===== src/rtl/qsap_pkg.sv =====
`default_nettype none

package qsap_pkg;

  localparam logic [7:0] CH_OPEN_BRACKET  = 8'h5B;
  localparam logic [7:0] CH_CLOSE_BRACKET = 8'h5D;
  localparam logic [7:0] CH_COMMA         = 8'h2C;
  localparam logic [7:0] CH_QUOTE         = 8'h22;
  localparam logic [7:0] CH_BACKSLASH     = 8'h5C;
  localparam logic [7:0] CH_N             = 8'h6E;
  localparam logic [7:0] CH_R             = 8'h72;
  localparam logic [7:0] CH_T             = 8'h74;
  localparam logic [7:0] CH_SPACE         = 8'h20;
  localparam logic [7:0] CH_TAB           = 8'h09;
  localparam logic [7:0] CH_LF            = 8'h0A;
  localparam logic [7:0] CH_CR            = 8'h0D;

  localparam logic [2:0] ERR_NONE          = 3'd0;
  localparam logic [2:0] ERR_BRACKET       = 3'd1;
  localparam logic [2:0] ERR_EXP_STRING    = 3'd2;
  localparam logic [2:0] ERR_EXP_COMMA     = 3'd3;
  localparam logic [2:0] ERR_UNTERM_ESCAPE = 3'd4;
  localparam logic [2:0] ERR_BAD_ESCAPE    = 3'd5;
  localparam logic [2:0] ERR_UNTERM_STRING = 3'd6;

  typedef struct packed {
    logic       char_valid;
    logic [7:0] decoded_char;
    logic       string_end;
    logic       text_done;
    logic [2:0] error_code;
  } result_t;

endpackage

`default_nettype wire


===== src/rtl/qsap_parser.sv =====
`default_nettype none

module qsap_parser import qsap_pkg::*; (
  input  wire logic       clk,
  input  wire logic       rst,
  input  wire logic       accept,
  input  wire logic [7:0] text_byte,
  input  wire logic       final_byte,
  output result_t         res,
  output logic            has_result
);

  typedef enum logic [2:0] {
    PH_OPEN, PH_FIRST, PH_STR, PH_ESC, PH_AFTER, PH_NEXT, PH_TAIL, PH_ERR
  } phase_t;

  phase_t phase;
  phase_t phase_next;
  phase_t ph;
  logic   blank;

  always_comb begin
    blank = (text_byte == CH_SPACE) || (text_byte inside {[CH_TAB:CH_CR]});
    ph = phase;
    res = '0;
    case (phase)
      PH_OPEN: begin
        if (text_byte == CH_OPEN_BRACKET) ph = PH_FIRST;
        else if (!blank) res.error_code = ERR_BRACKET;
      end
      PH_FIRST: begin
        if (text_byte == CH_CLOSE_BRACKET) ph = PH_TAIL;
        else if (text_byte == CH_QUOTE) ph = PH_STR;
        else if (!blank) res.error_code = ERR_EXP_STRING;
      end
      PH_STR: begin
        if (text_byte == CH_QUOTE) begin
          res.string_end = 1'b1;
          ph = PH_AFTER;
        end else if (text_byte == CH_BACKSLASH) begin
          ph = PH_ESC;
        end else begin
          res.char_valid = 1'b1;
          res.decoded_char = text_byte;
        end
      end
      PH_ESC: begin
        ph = PH_STR;
        res.char_valid = 1'b1;
        case (text_byte)
          CH_BACKSLASH, CH_QUOTE: res.decoded_char = text_byte;
          CH_N: res.decoded_char = CH_LF;
          CH_R: res.decoded_char = CH_CR;
          CH_T: res.decoded_char = CH_TAB;
          default: begin
            res.char_valid = 1'b0;
            res.error_code = ERR_BAD_ESCAPE;
          end
        endcase
      end
      PH_AFTER: begin
        if (text_byte == CH_CLOSE_BRACKET) ph = PH_TAIL;
        else if (text_byte == CH_COMMA) ph = PH_NEXT;
        else if (!blank) res.error_code = ERR_EXP_COMMA;
      end
      PH_NEXT: begin
        if (text_byte == CH_QUOTE) ph = PH_STR;
        else if (!blank) res.error_code = ERR_EXP_STRING;
      end
      PH_TAIL: begin
        if (!blank) res.error_code = ERR_BRACKET;
      end
      default: ;
    endcase

    if (res.error_code != ERR_NONE) begin
      ph = PH_ERR;
    end else if (final_byte) begin
      case (ph)
        PH_OPEN:  res.error_code = ERR_BRACKET;
        PH_FIRST: res.error_code = ERR_EXP_STRING;
        PH_STR:   res.error_code = ERR_UNTERM_STRING;
        PH_ESC:   res.error_code = ERR_UNTERM_ESCAPE;
        PH_AFTER: res.error_code = ERR_EXP_COMMA;
        PH_NEXT:  res.error_code = ERR_EXP_STRING;
        default:  res.text_done = 1'b1;
      endcase
    end

    if (phase == PH_ERR) res = '0;

    has_result = res.char_valid || res.string_end || res.text_done ||
                 (res.error_code != ERR_NONE);
    phase_next = final_byte ? PH_OPEN : ph;
  end

  always_ff @(posedge clk) begin
    if (rst) begin
      phase <= PH_OPEN;
    end else if (accept) begin
      phase <= phase_next;
    end
  end

endmodule

`default_nettype wire


===== src/rtl/qsap_out_stage.sv =====
`default_nettype none

module qsap_out_stage import qsap_pkg::*; (
  input  wire logic    clk,
  input  wire logic    rst,
  input  wire logic    load,
  input  wire result_t load_data,
  output logic         full,
  output logic         out_valid,
  input  wire logic    out_stall,
  output result_t      out_data
);

  result_t skid;
  logic    skid_valid;

  assign full = skid_valid;

  always_ff @(posedge clk) begin
    if (rst) begin
      out_valid  <= 1'b0;
      skid_valid <= 1'b0;
    end else if (!out_valid || !out_stall) begin
      if (skid_valid) begin
        out_data   <= skid;
        out_valid  <= 1'b1;
        skid_valid <= 1'b0;
      end else begin
        out_data  <= load_data;
        out_valid <= load;
      end
    end else if (load) begin
      skid       <= load_data;
      skid_valid <= 1'b1;
    end
  end

endmodule

`default_nettype wire


===== src/rtl/quoted_string_array_parser.sv =====
// Channel   Handshake                  Payload
// text      text_valid / text_stall    text_byte, final_byte
// result    result_valid / result_stall char_valid, decoded_char, string_end,
//                                      text_done, error_code
// One byte per cycle while text_stall is low; a result is registered in the output stage once its byte is accepted.
// The byte is decoded in one registered pass; the phase register is the only loop.
// A two-entry output stage absorbs one stalled result; text_stall rises only
// when both entries are held.
// Reset is synchronous on rst and returns the parser to expecting '['.
`default_nettype none

module quoted_string_array_parser import qsap_pkg::*; (
  input  wire logic       clk,
  input  wire logic       rst,
  input  wire logic       text_valid,
  output logic            text_stall,
  input  wire logic [7:0] text_byte,
  input  wire logic       final_byte,
  output logic            result_valid,
  input  wire logic       result_stall,
  output logic            char_valid,
  output logic [7:0]      decoded_char,
  output logic            string_end,
  output logic            text_done,
  output logic [2:0]      error_code
);

  logic    accept;
  logic    has_result;
  logic    full;
  result_t res;
  result_t out_data;

  assign text_stall = full;
  assign accept     = text_valid && !full;

  qsap_parser u_parser (
    .clk        (clk),
    .rst        (rst),
    .accept     (accept),
    .text_byte  (text_byte),
    .final_byte (final_byte),
    .res        (res),
    .has_result (has_result)
  );

  qsap_out_stage u_out (
    .clk       (clk),
    .rst       (rst),
    .load      (accept && has_result),
    .load_data (res),
    .full      (full),
    .out_valid (result_valid),
    .out_stall (result_stall),
    .out_data  (out_data)
  );

  assign char_valid   = out_data.char_valid;
  assign decoded_char = out_data.decoded_char;
  assign string_end   = out_data.string_end;
  assign text_done    = out_data.text_done;
  assign error_code   = out_data.error_code;

endmodule

`default_nettype wire


===== config.mk =====
export PLATFORM = sky130hd
export DESIGN_NAME = quoted_string_array_parser
export DESIGN_NICKNAME = d
export VERILOG_FILES = /design/src/rtl/qsap_pkg.sv /design/src/rtl/qsap_parser.sv /design/src/rtl/qsap_out_stage.sv /design/src/rtl/quoted_string_array_parser.sv
export SDC_FILE = /design/constraint.sdc
export NUM_CORES = 1
export LEC_CHECK = 0
export ABC_AREA = 1
export BUFFER_PORTS_ARGS = -buffer_cell sky130_fd_sc_hd__buf_2
export CAP_MARGIN = 20
export CORE_ASPECT_RATIO = 1.4
export CORE_MARGIN = 2
export CORE_UTILIZATION = 40
export CTS_BUF_LIST = sky130_fd_sc_hd__clkbuf_2
export DETAILED_ROUTE_END_ITERATION = 8
export SLEW_MARGIN = 20
export SYNTH_ARGS = -nofsm -noshare
export SYNTH_HDL_FRONTEND = slang
export SYNTH_SLANG_ARGS = --single-unit

===== constraint.sdc =====
create_clock -name clk -period 3.25 [get_ports clk]
set_clock_uncertainty 0.1 [all_clocks]
set_input_delay 0.325 -clock clk [delete_from_list [all_inputs] [get_ports clk]]
set_output_delay 0.325 -clock clk [all_outputs]
set_load 0.02 [all_outputs]

; After elaboration in Yosys (flattened, before gate mapping)
; Cells that the tools add are included.
[classes]
order_cmp = 2
n_eq_ne = 21
muxes = 34
n_bitwise = 2
reduce_logical = 22
[ops]
columns = cell, count
row1 = == test 8 x 7 -> 1 bit (second input constant), 6
row2 = 2-to-1 mux 3 bit, 15
row3 = case mux 3 bit (6 select lines), 2
row4 = case mux 8 bit (4 select lines), 1
row5 = 2-to-1 mux 14 bit, 2
row6 = == test 8 x 6 -> 1 bit (second input constant), 3
row7 = == test 3 bit (second input constant), 6
row8 = 2-to-1 mux 9 bit, 2
row9 = case mux 9 bit (2 select lines), 1
row10 = case mux 3 bit (5 select lines), 1
row11 = == test 3 x 2 -> 1 bit (second input constant), 4
row12 = greater-or-equal comparator 8 x 4 -> 1 bit (second input constant), 1
row13 = <= comparator 8 x 4 -> 1 bit (second input constant), 1
row14 = 2-to-1 mux 4 bit, 2
row15 = == test 3 x 1 -> 1 bit (second input constant), 2
row16 = zero test 3 bit, 2
row17 = 2-to-1 mux 1 bit, 6
row18 = nonzero test 3 bit, 2
row19 = OR reduction 2 bit, 3
row20 = OR reduction 6 bit, 1
row21 = logical OR 1 bit, 5
row22 = OR reduction 5 bit, 1
row23 = 2-to-1 mux 2 bit, 2
row24 = logical AND 1 bit, 3
row25 = other kinds (4), 7
[totals]
register_bits = 33
input_bits = 13
output_inout_bits = 16
word_cells = 94

; Depth between registers and ports, before layout
[depth]
ltp_word = 16
mapped_depth = 19
depth_no_buf = 19

; By module
; A second synthesis with hierarchy kept.
[unflattened]
hier_cells = 264
hier_area_um2 = 2014.4
[modules_own_cells]
columns = module, instances, cells_per_inst, area_each_um2, seq_area_each_um2
row1 = qsap_out_stage, 1, 84, 1111.1, 880.8
row2 = qsap_parser, 1, 175, 879.6, 60.1
row3 = quoted_string_array_parser, 1, 5, 23.8, 0.0

; Worst setup path before layout
; No wires, ideal clock.
[synth_path]
path_type = input-to-reg
startpoint = in text_byte[7]
endpoint = reg u_out.skid[0] (netlist name) (enable)
setup_time_ns = 0.384
arrival_ns = 2.133
required_time_ns = 2.766
setup_slack_ns = 0.633
cell_stages = 15
path_buffers = 0
path_cell_list = inv_1 > nand2_1 > nor2_2 > nand2_2 > nand3_1 > nand2_1 > nand2_1 > nand2_1 > nor2_2 > inv_2 > nor2_2 > a21oi_1 > nand2_1 > nand2_2 > nor2_1
[synth_via]
elab_chain_len = 15
elab_cells_between_ends = 58
cone_classes = 2 x order compare / 14 x eq/ne / 29 x mux / 13 x reduce/logical
[synth_rtl]
columns = item, line_no
row1 = from (decl), quoted_string_array_parser.sv:17  ; input wire logic [7:0] text_byte,
row2 = greater-or-equal comparator 8 x 4 -> 1 bit / <= comparator 8 x 4 -> 1 bit (equally long branches), qsap_parser.sv:23  ; blank = (text_byte == CH_SPACE) || (text_byte inside {[CH_TAB:CH_CR]});
row3 = logical AND 1 bit, qsap_parser.sv:23
row4 = logical OR 1 bit, qsap_parser.sv:23
row5 = 2-to-1 mux 2 bit (on tied branches), "qsap_parser.sv:64, qsap_parser.sv:34, qsap_parser.sv:68"
row6 = 2-to-1 mux 3 bit (on tied branches), "qsap_parser.sv:63, qsap_parser.sv:67"
row7 = 2-to-1 mux 3 bit (on tied branches), "qsap_parser.sv:62, qsap_parser.sv:32"
row8 = case mux 3 bit (6 select lines), qsap_parser.sv:26  ; case (phase)
row9 = case mux 3 bit (5 select lines), qsap_parser.sv:79  ; case (ph)
row10 = 2-to-1 mux 4 bit, qsap_parser.sv:78  ; end else if (final_byte) begin
row11 = 2-to-1 mux 4 bit, qsap_parser.sv:76  ; if (res.error_code != ERR_NONE) begin
row12 = 2-to-1 mux 14 bit (*), qsap_parser.sv:90  ; if (phase == PH_ERR) res = '0;
row13 = nonzero test 3 bit, qsap_parser.sv:93  ; (res.error_code != ERR_NONE);
row14 = logical OR 1 bit (*), qsap_parser.sv:92  ; has_result = res.char_valid || res.string_end || res.text_done ||
row15 = logical AND 1 bit (*), quoted_string_array_parser.sv:50  ; .load (accept && has_result),
row16 = AND reduction 3 bit (no source line) (*), --
row17 = to (signal assigned), qsap_out_stage.sv:33  ; skid <= load_data;
row18 = to (decl), qsap_out_stage.sv:14  ; result_t skid;
; Mark *: on every way between the ends. The rest lies on a longest branch, timed or not.
; A chain may end at the register's enable or synchronous reset.

; Worst setup path after layout
[layout_path]
startpoint = reg u_parser.phase[2]
endpoint = reg u_out.skid[10] (netlist name) (enable)
[layout_via]
elab_chain_len = 13
elab_cells_between_ends = 39
cone_classes = 12 x eq/ne / 16 x mux / 11 x reduce/logical
[layout_rtl]
columns = item, line_no
row1 = from (decl), qsap_parser.sv:17  ; phase_t phase;
row2 = from (signal assigned), qsap_parser.sv:101  ; phase <= phase_next;
row3 = 2-to-1 mux 3 bit (on tied branches), --
row4 = 2-to-1 mux 3 bit (on tied branches), "qsap_parser.sv:62, qsap_parser.sv:32, qsap_parser.sv:37"
row5 = case mux 3 bit (6 select lines), qsap_parser.sv:26
row6 = "== test 3 x 1 -> 1 bit, or another cell as far along", qsap_parser.sv:79
row7 = OR reduction 2 bit (no source line) / OR reduction 6 bit (equally long branches), --
row8 = case mux 3 bit (5 select lines) / 2-to-1 mux 1 bit (equally long branches), qsap_parser.sv:79
row9 = 2-to-1 mux 4 bit, qsap_parser.sv:78
row10 = 2-to-1 mux 4 bit, qsap_parser.sv:76
row11 = 2-to-1 mux 14 bit (*), qsap_parser.sv:90
row12 = nonzero test 3 bit / logical OR 1 bit (equally long branches), "qsap_parser.sv:93, qsap_parser.sv:92"
row13 = logical OR 1 bit (*), qsap_parser.sv:92
row14 = logical AND 1 bit (*), quoted_string_array_parser.sv:50
row15 = AND reduction 3 bit (no source line) (*), --
; Marks and branches as above.

==> metrics.txt <==
Placer Congestion ~0.90; sequential area share after synthesis 0.4867; CTS buffer count 5; Pleak ~1.0 nW; drt drc 0; pin count of the biggest net entering global routing 20; vias around 1700; number of max-cap violations 0; crit path kind reg -> reg; ANT cells 0; pwr dens 408.8 nW/um^2; Area growth, synth to finish 13.40%; final setup vio count 0; WP depth 15; dpl cells 350; mapped cell area 1933 sq um; final slew viol count 0; Die Y-Extent 86.26 um; initial antenna violation count 0; Peak VDD IR around 140 uV; CTS tree built; RSZ-0062 raised after global routing false; DR vias/cell 4.649; Reg2Reg Depth 15; Max-slew headroom 0.6450; min Tclk post-route around 2.5 ns; Non-Filler Instances between 300 and 400; first-pass GRT wire length 6.472 mm; Peak Freq 394.1 MHz; Cell Rows 29; CP startpoint kind flop; CTS root buffer clkbuf_2; share of cells above drive strength 1 0.2121; DRT iter0 DRCs 34; Avg WL per Cell 10.40 um; IO Port Bufs 28; chip width 62.76 um; status completed; Post CTS Setup Buffer Count 0; synthesized net count about 280; clk_lat worst skew 0.36 ns; clk sinks 33; Area contributors post-synth edfxtp_1 (43%), nand2_1 (17%), nor2_1 (6.6%), inv_1 (6.0%), dfxtp_1 (5.2%); H-tree depth 2; post-cts sizing count 0; CP bufs+invs 4; leading area contributor after synthesis edfxtp_1; crit-path cells inv_2 > nand2_2 > inv_1 > nand2_1 > a31oi_1 > nand3_1 > nand2_1 > nor2_2 > inv_2 > nor2_2 > a21oi_1 > nand2_1 > nand2_2 > nor2_1 > buf_4; CP dominant cell by count nand2_1; nature of the critical path endpoint flop; total power 0.0008962 W; Starting Density 0.4195; Post-Syn Instances 262; Hold-fix buffers, CTS 0; drt pass-1 iters 4; share of the synthesized area in the top cell type 0.4350; Warnings, synthesis 0; r2r setup slk 0.71 ns; Post-layout nets roughly 310; drt total wl ~3.7 mm; distinct cell type count of the synthesized netlist 24; worst reg2reg startpoint u_parser.phase[2]$_SDFFE_PP0P_; core area 4608 sq um; synthesized flop and latch total 33; Post-Route Setup TNS 0 ns; hold crit path type in -> reg; Final Hold Viols 0; vias in the first global route about 1500; Critical Path End u_out.skid[10]$_DFFE_PP_; HPWL Detailed 3.087 mm; Routed Antenna Nets 0; Final Core Density 0.4757; Worst setup startpoint u_parser.phase[2]$_SDFFE_PP0P_; Max clock buf depth 2; GR Overflow Total 0; part of the cycle the worst path needs 0.7808; CP max FO 14; total I/O pin count 29; Crit path required time 3.22 ns; clock slew at reported path FFs roughly 0.16 ns; Least-Margin Pin Slew approximately 0.53 ns; die area 5413 sq um; RR Endpoint u_out.skid[10]$_DFFE_PP_; mean post-synth cell area 7.378 sq um; slowest library cell on the worst path dfxtp_1; CP arrival 2.50 ns; Global Route Usage Sum 0.1539; crit-path max cell delay 0.52 ns; Top Family by Delay on Critical Path simple AND/OR/NAND/NOR gates
## flip-flops by register name, summed over array words and instances, names as in the netlist
register and flops:
u_out.out_data 14, u_out.full 1, u_parser.phase 3, u_out.skid 14
u_out.out_valid 1
## Yosys cell counts
cell type	number
nor2_1	34
clkinv_1	2
o21ai_2	1
nand4_1	4
nand3_1	13
inv_1	31
o21ai_1	2
a21oi_1	7
clkbuf_1	2
o21ai_0	9
inv_2	8
dfxtp_1	5
o22ai_1	3
nor2_2	11
nand2_1	88
nand2_2	4
nor3_1	2
nor3_2	1
a21boi_1	1
buf_1	1
nand3b_1	1
a31oi_1	2
nand3_2	2
edfxtp_1	28
## through the flow
step	area (sq um)	hold slack (ns)	worst slack [ns]
6_report	2192	0.07557	0.7124
5_1_grt	2192	0.03992	0.4112
4_1_cts	2185	0.04698	0.7051
3_5_place_dp	2147	0.4032	0.6184
3_3_place_gp	2147	0.4004	0.5944
2_1_floorplan	1933	0.2941	0.6327
## placed cells by master (no fill, tap or decap), types with 5 or more instances in the layout
master | Yosys | layout
nor2_1 | 34 | 34
o21ai_0 | 9 | 9
a21oi_1 | 7 | 7
edfxtp_1 | 28 | 28
buf_2 | 0 | 28
clkbuf_2 | 0 | 5
nor2_2 | 11 | 11
nand2_1 | 88 | 88
dfxtp_1 | 5 | 5
inv_1 | 31 | 31
nand3_1 | 13 | 13
inv_2 | 8 | 8
## where the power goes
group,internal (W),switching [W],total [W]
Clock,0.0000470,0.000129,0.000176
Sequential,0.000493,0.0000132,0.000506
Combinational,0.0000683,0.000145,0.000214
Total,0.000608,0.000288,0.000896
## metal layers
layer | wire length [um] | vias to the layer above | track usage
met5 | 0 | - | 0
met4 | 100 | 0 | 0.08283
met3 | 136 | 7 | 0.02727
met2 | 1932 | 38 | 0.2854
met1 | 1564 | 721 | 0.1658
li1 | - | 903 | -
## final cells by class
cell class / instances / area, sq um
fillers: 470 / 2416
flip-flops and latches: 33 / 940.9
multi-input cells: 185 / 827.0
repair buffers: 30 / 155.1
inverters: 41 / 153.9
well taps: 62 / 77.57
clock buffers: 5 / 25.02
clock inverters: 3 / 12.51
## cells by family (layout without fill, tap and decap cells)
group                  count (synthesis)  after routing  share of synthesized area
AO/OA/AOI/OAI                         25             25                    0.07120
buffers and inverters                 44             79                    0.08544
flip-flops                            33             33                     0.4867
AND/OR/NAND/NOR                      160            160                     0.3566
## worst min-delay path by stage
stage / startpoint / end / slack, ns / cells past startpoint
3_5_place_dp: u_out.skid[8]$_DFFE_PP_ / u_out.out_data[8]$_DFFE_PP_ / 0.40 / 2
3_3_place_gp: u_out.skid[12]$_DFFE_PP_ / u_out.out_data[12]$_DFFE_PP_ / 0.40 / 2
4_1_cts: rst / u_parser.phase[2]$_SDFFE_PP0P_ / 0.05 / 2
5_1_grt: rst / u_parser.phase[2]$_SDFFE_PP0P_ / 0.04 / 2
2_1_floorplan: rst / u_parser.phase[0]$_SDFFE_PP0P_ / 0.29 / 1
6_report: rst / u_parser.phase[2]$_SDFFE_PP0P_ / 0.08 / 2
(Power assumes the default switching activity.)
